File: src/sv/des_ks_pkg.sv
`timescale 1ns / 1ps
// Shared types, DES permutation tables and bit-selection helpers for the DES key schedule.
// No dependencies; every other file of the block imports this package.
package des_ks_pkg;

    localparam int KEY_W       = 56;
    localparam int HALF_W      = 28;
    localparam int SUBKEY_W    = 48;
    localparam int ROUND_W     = 4;
    localparam int NUM_ROUNDS  = 16;
    localparam int QUEUE_DEPTH = 2;
    localparam int QPTR_W      = $clog2(QUEUE_DEPTH);
    localparam int QCNT_W      = $clog2(QUEUE_DEPTH + 1);

    typedef logic [KEY_W-1:0]    key_t;
    typedef logic [KEY_W-1:0]    cd_t;
    typedef logic [HALF_W-1:0]   half_t;
    typedef logic [SUBKEY_W-1:0] subkey_t;
    typedef logic [ROUND_W-1:0]  round_t;

    localparam round_t LAST_ROUND = round_t'(NUM_ROUNDS - 1);

    // Status of the queue between the front and the back.
    typedef struct packed {
        logic empty;
        logic full;
    } queue_status_t;

    // PC-1, positions in the 64-bit parity-expanded key.
    localparam logic [5:0] PC1_TAB [56] = '{
        6'd57, 6'd49, 6'd41, 6'd33, 6'd25, 6'd17, 6'd9,
        6'd1,  6'd58, 6'd50, 6'd42, 6'd34, 6'd26, 6'd18,
        6'd10, 6'd2,  6'd59, 6'd51, 6'd43, 6'd35, 6'd27,
        6'd19, 6'd11, 6'd3,  6'd60, 6'd52, 6'd44, 6'd36,
        6'd63, 6'd55, 6'd47, 6'd39, 6'd31, 6'd23, 6'd15,
        6'd7,  6'd62, 6'd54, 6'd46, 6'd38, 6'd30, 6'd22,
        6'd14, 6'd6,  6'd61, 6'd53, 6'd45, 6'd37, 6'd29,
        6'd21, 6'd13, 6'd5,  6'd28, 6'd20, 6'd12, 6'd4
    };

    // PC-2, positions in the 56-bit C||D word.
    localparam logic [5:0] PC2_TAB [48] = '{
        6'd14, 6'd17, 6'd11, 6'd24, 6'd1,  6'd5,
        6'd3,  6'd28, 6'd15, 6'd6,  6'd21, 6'd10,
        6'd23, 6'd19, 6'd12, 6'd4,  6'd26, 6'd8,
        6'd16, 6'd7,  6'd27, 6'd20, 6'd13, 6'd2,
        6'd41, 6'd52, 6'd31, 6'd37, 6'd47, 6'd55,
        6'd30, 6'd40, 6'd51, 6'd45, 6'd33, 6'd48,
        6'd44, 6'd49, 6'd39, 6'd56, 6'd34, 6'd53,
        6'd46, 6'd42, 6'd50, 6'd36, 6'd29, 6'd32
    };

    // Left rotation per round.
    localparam logic [1:0] ROT_TAB [16] = '{
        2'd1, 2'd1, 2'd2, 2'd2, 2'd2, 2'd2, 2'd2, 2'd2,
        2'd1, 2'd2, 2'd2, 2'd2, 2'd2, 2'd2, 2'd2, 2'd1
    };

    // PC-1 applied to the 56 key bits. The parity positions of the expanded
    // key are never selected, so the expanded position maps straight back.
    function automatic cd_t pc1(input key_t key);
        cd_t cd;
        int  z;
        int  k;
        cd = '0;
        for (int i = 0; i < KEY_W; i++) begin
            z = int'(PC1_TAB[i]) - 1;
            k = z - (z >> 3);
            cd[KEY_W-1-i] = key[KEY_W-1-k];
        end
        return cd;
    endfunction

    // PC-2 applied to C||D, DES bit 1 most significant.
    function automatic subkey_t pc2(input cd_t cd);
        subkey_t sk;
        sk = '0;
        for (int i = 0; i < SUBKEY_W; i++) begin
            sk[SUBKEY_W-1-i] = cd[KEY_W - int'(PC2_TAB[i])];
        end
        return sk;
    endfunction

    // Rotate a 28-bit half left by one or two places.
    function automatic half_t rotl(input half_t v, input logic [1:0] s);
        half_t r;
        if (s == 2'd2) begin
            r = {v[HALF_W-3:0], v[HALF_W-1:HALF_W-2]};
        end
        else begin
            r = {v[HALF_W-2:0], v[HALF_W-1]};
        end
        return r;
    endfunction

endpackage

File: src/sv/des_ks_front.sv
`timescale 1ns / 1ps
// Front stage: accepts a key word, applies PC-1 and hands C||D to the queue.
// Depends on des_ks_pkg.
module des_ks_front (
    input  logic                clk,
    input  logic                rst_n,
    input  logic                push,
    input  des_ks_pkg::key_t    key_bits,
    output logic                full,
    input  logic                q_full,
    output logic                q_push,
    output des_ks_pkg::cd_t     q_data
);
    import des_ks_pkg::*;

    logic valid_reg;
    logic valid_next;
    cd_t  cd_reg;
    logic accept;

    assign q_push = valid_reg && !q_full;
    assign full   = valid_reg && q_full;
    assign accept = push && !full;
    assign q_data = cd_reg;

    always_comb
    begin
        valid_next = valid_reg;
        if (accept) begin
            valid_next = 1'b1;
        end
        else if (q_push) begin
            valid_next = 1'b0;
        end
    end

    always_ff @(posedge clk or negedge rst_n)
    begin
        if (!rst_n) begin
            valid_reg <= 1'b0;
        end
        else begin
            valid_reg <= valid_next;
        end
    end

    always_ff @(posedge clk)
    begin
        if (accept) begin
            cd_reg <= pc1(key_bits);
        end
    end

endmodule

File: src/sv/des_ks_queue.sv
`timescale 1ns / 1ps
// Short register queue of C||D words between the front and the back stage.
// Depends on des_ks_pkg.
module des_ks_queue (
    input  logic                      clk,
    input  logic                      rst_n,
    input  logic                      wr_en,
    input  des_ks_pkg::cd_t           wr_data,
    input  logic                      rd_en,
    output des_ks_pkg::cd_t           rd_data,
    output des_ks_pkg::queue_status_t status
);
    import des_ks_pkg::*;

    cd_t               mem_reg [QUEUE_DEPTH];
    logic [QPTR_W-1:0] wr_ptr_reg;
    logic [QPTR_W-1:0] wr_ptr_next;
    logic [QPTR_W-1:0] rd_ptr_reg;
    logic [QPTR_W-1:0] rd_ptr_next;
    logic [QCNT_W-1:0] count_reg;
    logic [QCNT_W-1:0] count_next;
    logic              do_wr;
    logic              do_rd;

    assign status.empty = (count_reg == '0);
    assign status.full  = (count_reg == QCNT_W'(QUEUE_DEPTH));
    assign do_wr        = wr_en && !status.full;
    assign do_rd        = rd_en && !status.empty;
    assign rd_data      = mem_reg[rd_ptr_reg];

    always_comb
    begin
        wr_ptr_next = wr_ptr_reg;
        rd_ptr_next = rd_ptr_reg;
        count_next  = count_reg;
        if (do_wr) begin
            wr_ptr_next = (wr_ptr_reg == QPTR_W'(QUEUE_DEPTH - 1)) ? '0 : wr_ptr_reg + 1'b1;
        end
        if (do_rd) begin
            rd_ptr_next = (rd_ptr_reg == QPTR_W'(QUEUE_DEPTH - 1)) ? '0 : rd_ptr_reg + 1'b1;
        end
        if (do_wr && !do_rd) begin
            count_next = count_reg + 1'b1;
        end
        else if (do_rd && !do_wr) begin
            count_next = count_reg - 1'b1;
        end
    end

    always_ff @(posedge clk or negedge rst_n)
    begin
        if (!rst_n) begin
            wr_ptr_reg <= '0;
            rd_ptr_reg <= '0;
            count_reg  <= '0;
        end
        else begin
            wr_ptr_reg <= wr_ptr_next;
            rd_ptr_reg <= rd_ptr_next;
            count_reg  <= count_next;
        end
    end

    always_ff @(posedge clk)
    begin
        if (do_wr) begin
            mem_reg[wr_ptr_reg] <= wr_data;
        end
    end

endmodule

File: src/sv/des_ks_back.sv
`timescale 1ns / 1ps
// Back stage: steps sixteen rounds of rotation and PC-2 into an output register.
// Depends on des_ks_pkg.
module des_ks_back (
    input  logic                      clk,
    input  logic                      rst_n,
    input  des_ks_pkg::queue_status_t q_status,
    input  des_ks_pkg::cd_t           q_data,
    output logic                      q_pop,
    input  logic                      pop,
    output logic                      empty,
    output des_ks_pkg::round_t        round_index,
    output des_ks_pkg::subkey_t       subkey,
    output logic                      last_round
);
    import des_ks_pkg::*;

    logic    busy_reg;
    logic    busy_next;
    half_t   c_reg;
    half_t   d_reg;
    round_t  round_reg;
    round_t  round_next;
    logic    out_valid_reg;
    logic    out_valid_next;
    round_t  out_round_reg;
    subkey_t out_subkey_reg;
    logic    out_last_reg;

    half_t   c_cur;
    half_t   d_cur;
    round_t  r_cur;
    half_t   c_rot;
    half_t   d_rot;
    logic    advance;

    // When idle, round one starts straight from the queue head.
    assign c_cur   = busy_reg ? c_reg : q_data[KEY_W-1:HALF_W];
    assign d_cur   = busy_reg ? d_reg : q_data[HALF_W-1:0];
    assign r_cur   = busy_reg ? round_reg : '0;
    assign c_rot   = rotl(c_cur, ROT_TAB[r_cur]);
    assign d_rot   = rotl(d_cur, ROT_TAB[r_cur]);
    assign advance = (busy_reg || !q_status.empty) && (!out_valid_reg || pop);
    assign q_pop   = advance && !busy_reg;

    assign empty       = !out_valid_reg;
    assign round_index = out_round_reg;
    assign subkey      = out_subkey_reg;
    assign last_round  = out_last_reg;

    always_comb
    begin
        busy_next      = busy_reg;
        round_next     = round_reg;
        out_valid_next = out_valid_reg;
        if (out_valid_reg && pop) begin
            out_valid_next = 1'b0;
        end
        if (advance) begin
            out_valid_next = 1'b1;
            busy_next      = (r_cur != LAST_ROUND);
            round_next     = r_cur + 1'b1;
        end
    end

    always_ff @(posedge clk or negedge rst_n)
    begin
        if (!rst_n) begin
            busy_reg      <= 1'b0;
            round_reg     <= '0;
            out_valid_reg <= 1'b0;
        end
        else begin
            busy_reg      <= busy_next;
            round_reg     <= round_next;
            out_valid_reg <= out_valid_next;
        end
    end

    always_ff @(posedge clk)
    begin
        if (advance) begin
            c_reg          <= c_rot;
            d_reg          <= d_rot;
            out_round_reg  <= r_cur;
            out_subkey_reg <= pc2({c_rot, d_rot});
            out_last_reg   <= (r_cur == LAST_ROUND);
        end
    end

endmodule

File: src/sv/des_key_schedule.sv
`timescale 1ns / 1ps
// DES key schedule top level: front stage, C||D queue and round stage.
// Depends on des_ks_pkg, des_ks_front, des_ks_queue and des_ks_back.
//
// Usage. Both sides behave like a queue. A 56-bit key word (eight 7-bit
// groups, first group most significant) is taken at a rising edge where
// push is high and full is low. Each key produces sixteen result words,
// one per round in order: round_index (0 for round one), the 48-bit PC-2
// subkey with DES bit 1 as MSB, and last_round, high on the sixteenth.
// The oldest result is on the result ports while empty is low and is
// taken at an edge where pop is high.
//
// Path: the accepting edge loads the front register; the key's C||D then
// is written into the queue and from there loads the round stage output
// register with the first subkey. Either step waits while the queue is
// full or the output register holds a word that has not been popped.
// Throughput: one subkey per cycle while pop keeps the result register
// drained; the round stage, which rotates C and D once per subkey, sets
// that rate. The front holds one key and the queue two more, so up to
// three keys can be taken ahead of the round stage.
//
// Reset clears all valid flags, pointers and the round counter: empty goes
// high and full goes low. When the receiver stalls, the result word holds,
// the round stage waits, and full rises once the queue and front fill up.
module des_key_schedule (
    input  logic                 clk,
    input  logic                 rst_n,
    input  logic                 push,
    output logic                 full,
    input  des_ks_pkg::key_t     key_bits,
    input  logic                 pop,
    output logic                 empty,
    output des_ks_pkg::round_t   round_index,
    output des_ks_pkg::subkey_t  subkey,
    output logic                 last_round
);
    import des_ks_pkg::*;

    queue_status_t q_status;
    logic          q_push;
    cd_t           q_wdata;
    logic          q_pop;
    cd_t           q_rdata;

    // The front permutes the key with PC-1 and parks C||D until the
    // queue has room.
    des_ks_front u_front (
        .clk      (clk),
        .rst_n    (rst_n),
        .push     (push),
        .key_bits (key_bits),
        .full     (full),
        .q_full   (q_status.full),
        .q_push   (q_push),
        .q_data   (q_wdata)
    );

    // The queue decouples key intake from the round walk.
    des_ks_queue u_queue (
        .clk     (clk),
        .rst_n   (rst_n),
        .wr_en   (q_push),
        .wr_data (q_wdata),
        .rd_en   (q_pop),
        .rd_data (q_rdata),
        .status  (q_status)
    );

    // The back walks the rounds and drives the result word register.
    des_ks_back u_back (
        .clk         (clk),
        .rst_n       (rst_n),
        .q_status    (q_status),
        .q_data      (q_rdata),
        .q_pop       (q_pop),
        .pop         (pop),
        .empty       (empty),
        .round_index (round_index),
        .subkey      (subkey),
        .last_round  (last_round)
    );

    // The front only pushes into a queue with room.
    assert property (@(posedge clk) disable iff (!rst_n)
        q_push |-> !q_status.full)
    else $error("push into a full queue");

    // last_round marks exactly the final round.
    assert property (@(posedge clk) disable iff (!rst_n)
        !empty |-> (last_round == (round_index == LAST_ROUND)))
    else $error("last_round does not match round_index");

    // Within a key, rounds follow one another.
    assert property (@(posedge clk) disable iff (!rst_n)
        (pop && !empty && !last_round) |=>
            (empty || (round_index == $past(round_index) + 1'b1)))
    else $error("round sequence broken");

    // After the last round, the next word starts a new key at round one.
    assert property (@(posedge clk) disable iff (!rst_n)
        (pop && !empty && last_round) |=> (empty || (round_index == '0)))
    else $error("new key did not start at round one");

endmodule
File: config.mk
export PLATFORM = sky130hd
export DESIGN_NAME = des_key_schedule
export DESIGN_NICKNAME = d
export VERILOG_FILES = /design/src/sv/des_ks_pkg.sv /design/src/sv/des_ks_front.sv /design/src/sv/des_ks_queue.sv /design/src/sv/des_ks_back.sv /design/src/sv/des_key_schedule.sv
export SDC_FILE = /design/constraint.sdc
export NUM_CORES = 1
export LEC_CHECK = 0
export ABC_AREA = 0
export BUFFER_PORTS_ARGS = -buffer_cell sky130_fd_sc_hd__buf_2
export CORE_MARGIN = 2
export CORE_UTILIZATION = 53
export DETAILED_ROUTE_END_ITERATION = 12
export PLACE_DENSITY_LB_ADDON = 0.25
export SLEW_MARGIN = 0
export SYNTH_ARGS = -nofsm -noshare
export SYNTH_HDL_FRONTEND = slang
export SYNTH_SLANG_ARGS = --single-unit
File: constraint.sdc
create_clock -name clk -period 7.8 [get_ports clk]
set_input_delay 1.95 -clock clk [delete_from_list [all_inputs] [get_ports clk]]
set_output_delay 1.95 -clock clk [all_outputs]
set_load 0.02 [all_outputs]
# Word-level counts from Yosys, hierarchy flattened
# Memory sizes are Yosys's and may differ from the RTL's.
# Index checks and enable logic that the tools add are counted.
[word_totals] ff_bits=176 mem_bits_rw=112 rom_bits=32 output_inout_bits=55 memories=2
[op_classes] add_sub_neg=5 magnitude_cmp=1 eq_ne=4 n_mux=17 bitwise=1 n_reduce_logical=23
[mem_list] name="u_queue.mem_reg" words=2 width=56 read_ports=1 rd_clocked_by_memory_dff=0 wr=1 line="des_ks_queue.sv:15" source="cd_t mem_reg [QUEUE_DEPTH];"
[mem_list] name="(name not given)" words=16 width=2 read_ports=1 rd_clocked_by_memory_dff=0 wr=0 line="des_ks_back.sv:42" source="assign d_rot = rotl(d_cur, ROT_TAB[r_cur]);"
[ops] op="2-to-1 mux 28 bit" count=4
[ops] op="logical AND 1 bit" count=10
[ops] op="2-to-1 mux 1 bit" count=8
[ops] op="2-to-1 mux 2 bit" count=4
[ops] op="logical NOT 1 bit" count=7
[ops] op="nonzero test 2 bit" count=3
[ops] op="greater-or-equal comparator 5 bit, second input constant" count=1
[ops] op="inverter 4 -> 5 bit" count=1
[ops] op="adder 4 x 1 -> 4 bit, second input constant" count=1
[ops] op="== test 2 bit, second input constant" count=2
[ops] op="== test 4 bit, second input constant" count=1
[ops] op="2-to-1 mux 4 bit" count=1
[ops] op="inequality test 4 bit, second input constant" count=1
[ops] op="adder 1 bit, second input constant" count=2
[ops] op="adder 2 x 1 -> 2 bit, second input constant" count=1
[ops] op="logical NOT 2 bit" count=1
[ops] op="logical OR 1 bit" count=2
[ops] op="subtractor 2 x 1 -> 2 bit, second input constant" count=1

# Depth between registers and ports, before layout
[logic_depth] word_depth=9 depth_mapped=11

# Cells and area by module
# A second synthesis with hierarchy kept.
[unflattened] cells_unflattened=681 area_unflattened_um2=10336.2
[modules_own_cells] mod="des_ks_queue" n_inst=1 cells_each=193 area_per_inst_um2=4357.9 seq_area_each_um2=3463.3
[modules_own_cells] mod="des_ks_back" n_inst=1 cells_each=427 area_per_inst_um2=4239.1 seq_area_each_um2=1981.9
[modules_own_cells] mod="des_ks_front" n_inst=1 cells_each=61 area_per_inst_um2=1739.2 seq_area_each_um2=1706.6

# Least setup slack after synthesis
# Ideal clock, no wire load.
[synth_path] path_kind="input -> register" from="input port pop" to="register u_back.c_reg[10] (enable)" setup_ns=0.417 t_arrival_ns=3.559 required_ns=7.383 path_slack_ns=3.825 stages=3 path_cell_list="nor2b_1 -> or2_2 -> inv_1"
[synth_via] elab_chain_len=2
[synth_rtl] element="from (decl)" line="des_key_schedule.sv:31" source="input logic pop,"
[synth_rtl] element="logical OR 1 bit" line="des_ks_back.sv:43" source="assign advance = (busy_reg || !q_status.empty) && (!out_valid_reg || pop);"
[synth_rtl] element="logical AND 1 bit" line="des_ks_back.sv:43"
[synth_rtl] element="via u_back.advance" line="des_ks_back.sv:35" source="logic advance;"
[synth_rtl] element="to (signal assigned)" line="des_ks_back.sv:83" source="c_reg <= c_rot;"
[synth_rtl] element="to (decl)" line="des_ks_back.sv:20" source="half_t c_reg;"
# The timed path passes the listed nets, and every way through them passes these cells.
# A chain may end at the register's enable or synchronous reset.

# Worst setup path after layout
[layout_path] from="register u_back.busy_reg" to="register u_back.out_subkey_reg[21] (netlist: u_back.subkey[21]) (data pin)"
[layout_via] elab_chain_len=7
[layout_rtl] element="from (decl)" line="des_ks_back.sv:18" source="logic busy_reg;"
[layout_rtl] element="from (signal assigned)" line="des_ks_back.sv:74" source="busy_reg <= busy_next;"
[layout_rtl] element="2-to-1 mux 4 bit" line="des_ks_back.sv:40" source="assign r_cur = busy_reg ? round_reg : '0;"
[layout_rtl] element="inverter 4 -> 5 bit (not written as such)" line="des_ks_back.sv:42"
[layout_rtl] element="memory (16 x 2 bit)"
[layout_rtl] element="2-to-1 mux 2 bit (not written as such) (2 in a row)" line="des_ks_back.sv:42"
[layout_rtl] element="== test 2 bit" line="des_ks_pkg.sv:87" source="if (s == 2'd2) begin"
[layout_rtl] element="2-to-1 mux 28 bit (*)" line="des_ks_pkg.sv:87"
[layout_rtl] element="via u_back.d_rot[25]" line="des_ks_back.sv:34" source="half_t d_rot;"
[layout_rtl] element="to (signal assigned)" line="des_ks_back.sv:86" source="out_subkey_reg <= pc2({c_rot, d_rot});"
[layout_rtl] element="to (decl)" line="des_ks_back.sv:27" source="subkey_t out_subkey_reg;"
# The timed path passes the listed nets; every way through them passes the cells marked *. The select of a mux whose other input is x is not followed.

==> key figures <==
Outcome
  – Outcome: complete, no violations

Power and ir drop
  – Clk network pwr share: between 20% and 30%
  – P_sw: 1650 uW
  – Cell Int Power: 3250 uW
  – Logic gate share of total power: between 20 and 30%
  – Peak supply drop: between 0.2 and 0.25 mV
  – Cell leakage power: between 0.004 and 0.005 uW
  – Proportion of power drawn by flip-flops and latches: 47.4%
  – Power density normalized to cell area: between 400 and 500 nW/um^2
  – Switching part of the total: ~34%
  – Overall power after layout: approximately 5000 uW

Timing
  – Final critical-path share of the clock period: roughly 53%
  – Max Transition Viols Final: 0
  – Number of failing hold endpoints at the final stage: 0
  – Actual slew at the worst max-slew pin: roughly 1.1 ns
  – Worst clock skew: roughly 0.012 ns
  – Highest achievable clock rate: between 200 and 250 MHz
  – Setup_tns: 0 ns
  – Unrepaired setup endpoints after global routing: no
  – Tightest slew margin relative to the limit: approximately 29%
  – Minimum period implied by the final worst setup slack: between 4 and 5 ns
  – Setup violators final: 0

Clock network
  – Number of clock sinks: 240
  – Clock latency on the worst-skew pair: roughly 0.5 ns
  – Total clock buffers created by CTS: 25
  – Maximum level of the CTS H-tree: 1
  – Root buf cell: sky130_fd_sc_hd__clkbuf_16
  – Setup Fix Bufs, Post-CTS: 0
  – Worst-case clock buffer depth: 3
  – Hold Buf Count CTS: 0
  – Resize count post-CTS: 0
  – Clock edge transition at the registers on the reported setup and hold paths: ~0.060 ns
  – CTS tree: yes

Yosys
  – Most common library cells after synthesis: sky130_fd_sc_hd__edfxtp_1 (229), sky130_fd_sc_hd__o21ai_0 (71), sky130_fd_sc_hd__mux2_2 (56), sky130_fd_sc_hd__mux2i_1 (56), sky130_fd_sc_hd__buf_4 (52)
  – Most used DFF post-synth: sky130_fd_sc_hd__edfxtp_1
  – Count of mapped cells out of synthesis: 598
  – Distinct cell type count after synthesis: 32
  – Share of async-settable or async-resettable flops after synthesis: around 4.6%
  – Share of the synthesized area in the top cell type: a little over two thirds
  – Synthesized netlist net count: ~660
  – Cell type with the largest total area after synthesis: sky130_fd_sc_hd__edfxtp_1
  – Mean instance size in the synthesized netlist: 16.6 um^2
  – Sequential cell area fraction in the yosys report: 72.1%
  – Top-count cell post-synth: sky130_fd_sc_hd__edfxtp_1
  – #FFs+latches synth: between 200 and 250
  – Warning count from the yosys run: 0
  – Area of the mapped netlist: between 9000 and 10000 um^2
  – Top post-synthesis cells by area: sky130_fd_sc_hd__edfxtp_1 (69%), sky130_fd_sc_hd__mux2_2 (6.4%), sky130_fd_sc_hd__mux2i_1 (5.7%)
  – Number of enable flip-flop cells after synthesis: approximately 230

Detailed routing
  – Total via count in the routed design: around 5000
  – Post-Route WL: between 15 and 20 mm
  – Antenna Violating Nets Remaining: 0
  – Residual DRC: 0
  – DRC violation total after the first TritonRoute iteration: a little under 400
  – Router iterations before antenna repair: 5
  – Vias per std cell: ~5.5
  – Routed WL per cell: 19.5 um

Min path
  – Class of the tightest hold or removal check: register to register

GRT
  – Overall global routing resource usage: 18.0%
  – Antenna violations before repair: 0
  – Via count of the first global-routing pass: 5070
  – Total gr overflow: 0
  – Global-route wire length before repair: ~28 mm
  – Maximum number of pins on one net before global-route repair: 66

Cells and area
  – Layout-stage area growth over the synthesis result: 11.7%
  – Ratio of cells with drive above 1 in the final layout: a little over a third
  – Final Net Count: ~730
  – Number of flip-flops under the largest register name: 112
  – N_diodes: 0
  – Filler Cells Inserted: between 1000 and 1500

Worst setup path
  – Kind of end point of the critical path: register
  – Critical-path cell list: nand2_1 > ha_1 > nor4b_4 > buf_4 > or2_2 > buf_4 > o21ai_0
  – Largest fanout of any net on the critical path: 65
  – Reg-to-reg setup timing slack: 3.69 ns
  – Most prevalent standard cell on the critical path: sky130_fd_sc_hd__buf_4
  – CP max stage delay: about 1.1 ns
  – Startpoint class of the critical path: register
  – Critical-path top delay cell: sky130_fd_sc_hd__dfrtp_4
  – Worst path arrival time: about 4.3 ns
  – Critical Path RT: 8.03 ns
  – Startpoint-to-endpoint class of the critical path: register to register

Place
  – Port-buffer cells: roughly 110
  – Final HPWL DP: 11.3 mm
  – Placer's final routability congestion estimate: 0.779

Die
  – Die height: roughly 140 um
  – Number of standard-cell rows in the floorplan: 50
  – Initial standard-cell utilization of the core: a little over half
  – Number of primary I/O pins: between 100 and 150
  – Die Area: 19800 um^2
  – Core region area: between 15000 and 20000 um^2
  – Chip width: between 100 and 150 um

Flow run
  – Max-cap violation count: 0
==> layer usage <==
layer  wire length, um  share of wire, %  up-vias  GRT usage [%]
met5                 0                 0        -              0
met4               252               1.4        0           4.00
met3               854               4.8       28           2.92
met2              9240                51      149           31.5
met1              7630                42     2490           24.1
li1                  -                 -     2362              -
==> placed cells by master, fill, tap and decap left out, drive strengths merged <==
cell and instances:
xor2 2, o21ai 115, nor2b 1, and3 2, nor4b 1, nor2 3, or3 1, xnor2 4
clkbuf 37, nand2b 4, edfxtp 229, nand3 1, clkinv 6, nor3 2, a21oi 2, or2 2
bufinv 2, mux2 56, and2 3, dfrtp 11, nand2 11, mux2i 56, nand3b 1, inv 7
ha 4, buf 122, o31a 1
==> path summary, 6_finish.rpt <==
path                                    start                endpoint  depth (start not counted)
setup reg to reg              u_back.busy_reg       u_back.subkey[21]                          7
setup / recovery              u_back.busy_reg       u_back.subkey[21]                          7
max in group asynchronous               rst_n         u_back.busy_reg                          1
hold reg to reg            u_front.q_data[48]  u_queue.mem_reg[1][48]                          0
min in group asynchronous               rst_n      u_queue.wr_ptr_reg                          1
hold / removal             u_front.q_data[48]  u_queue.mem_reg[1][48]                          0
==> kinds of logic after synthesis <==
| kind of cell | synth area share (%) |
|---|---|
| AO/OA/AOI/OAI | 7.13 |
| buffers and inverters | 5.85 |
| AND/OR/NAND/NOR | 1.84 |
| multiplexers | 12.0 |
| flip-flops | 72.1 |
| adder cells (fa/ha/maj) | 0.505 |
| XOR/XNOR | 0.530 |
==> power groups by stage <==
stage / Clock [uW] / Sequential, uW / Combinational (uW)
floorplan: 0 / 2180 / 1340
global placement: 0 / 2330 / 1420
detailed placement: 0 / 2350 / 1470
CTS: 1140 / 2330 / 1480
global route: 1190 / 2370 / 1590
finish: 1110 / 2320 / 1460
==> through the flow <==
stage	utilization, %	hold WS [ns]	std cells	cell area [um^2]	setup slack (ns)
floorplan	-	0.421	598	9920	3.82
global placement	55.7	0.425	875	10300	3.84
detailed placement	55.7	0.430	875	10300	3.71
CTS	59.8	0.443	920	11100	3.71
global route	59.8	0.452	920	11100	3.44
finish	59.8	0.444	920	11100	3.69
==> worst max-delay path: cells and delay by family, from the launching register on <==
family / cells / cell delay, ns
DFF: 1 / 1.10
AOI/OAI and AO/OA: 1 / 0.17
and+or+nand+nor: 3 / 1.26
buffers and inverters: 2 / 0.93
adders and majority gates: 1 / 0.33
==> area by class of cell <==
| type | instances | area, um^2 | area share [%] |
|---|---|---|---|
| inverter | 7 | 26.3 | 0.237 |
| sequential | 240 | 7160 | 64.6 |
| clock buffer | 37 | 681 | 6.14 |
| clock inverter | 8 | 86.3 | 0.779 |
| tap | 234 | 293 | 2.64 |
| multi-input combinational | 272 | 2200 | 19.9 |
| timing repair buffer | 122 | 631 | 5.69 |
Note: power is estimated with default switching activity, not from simulation.
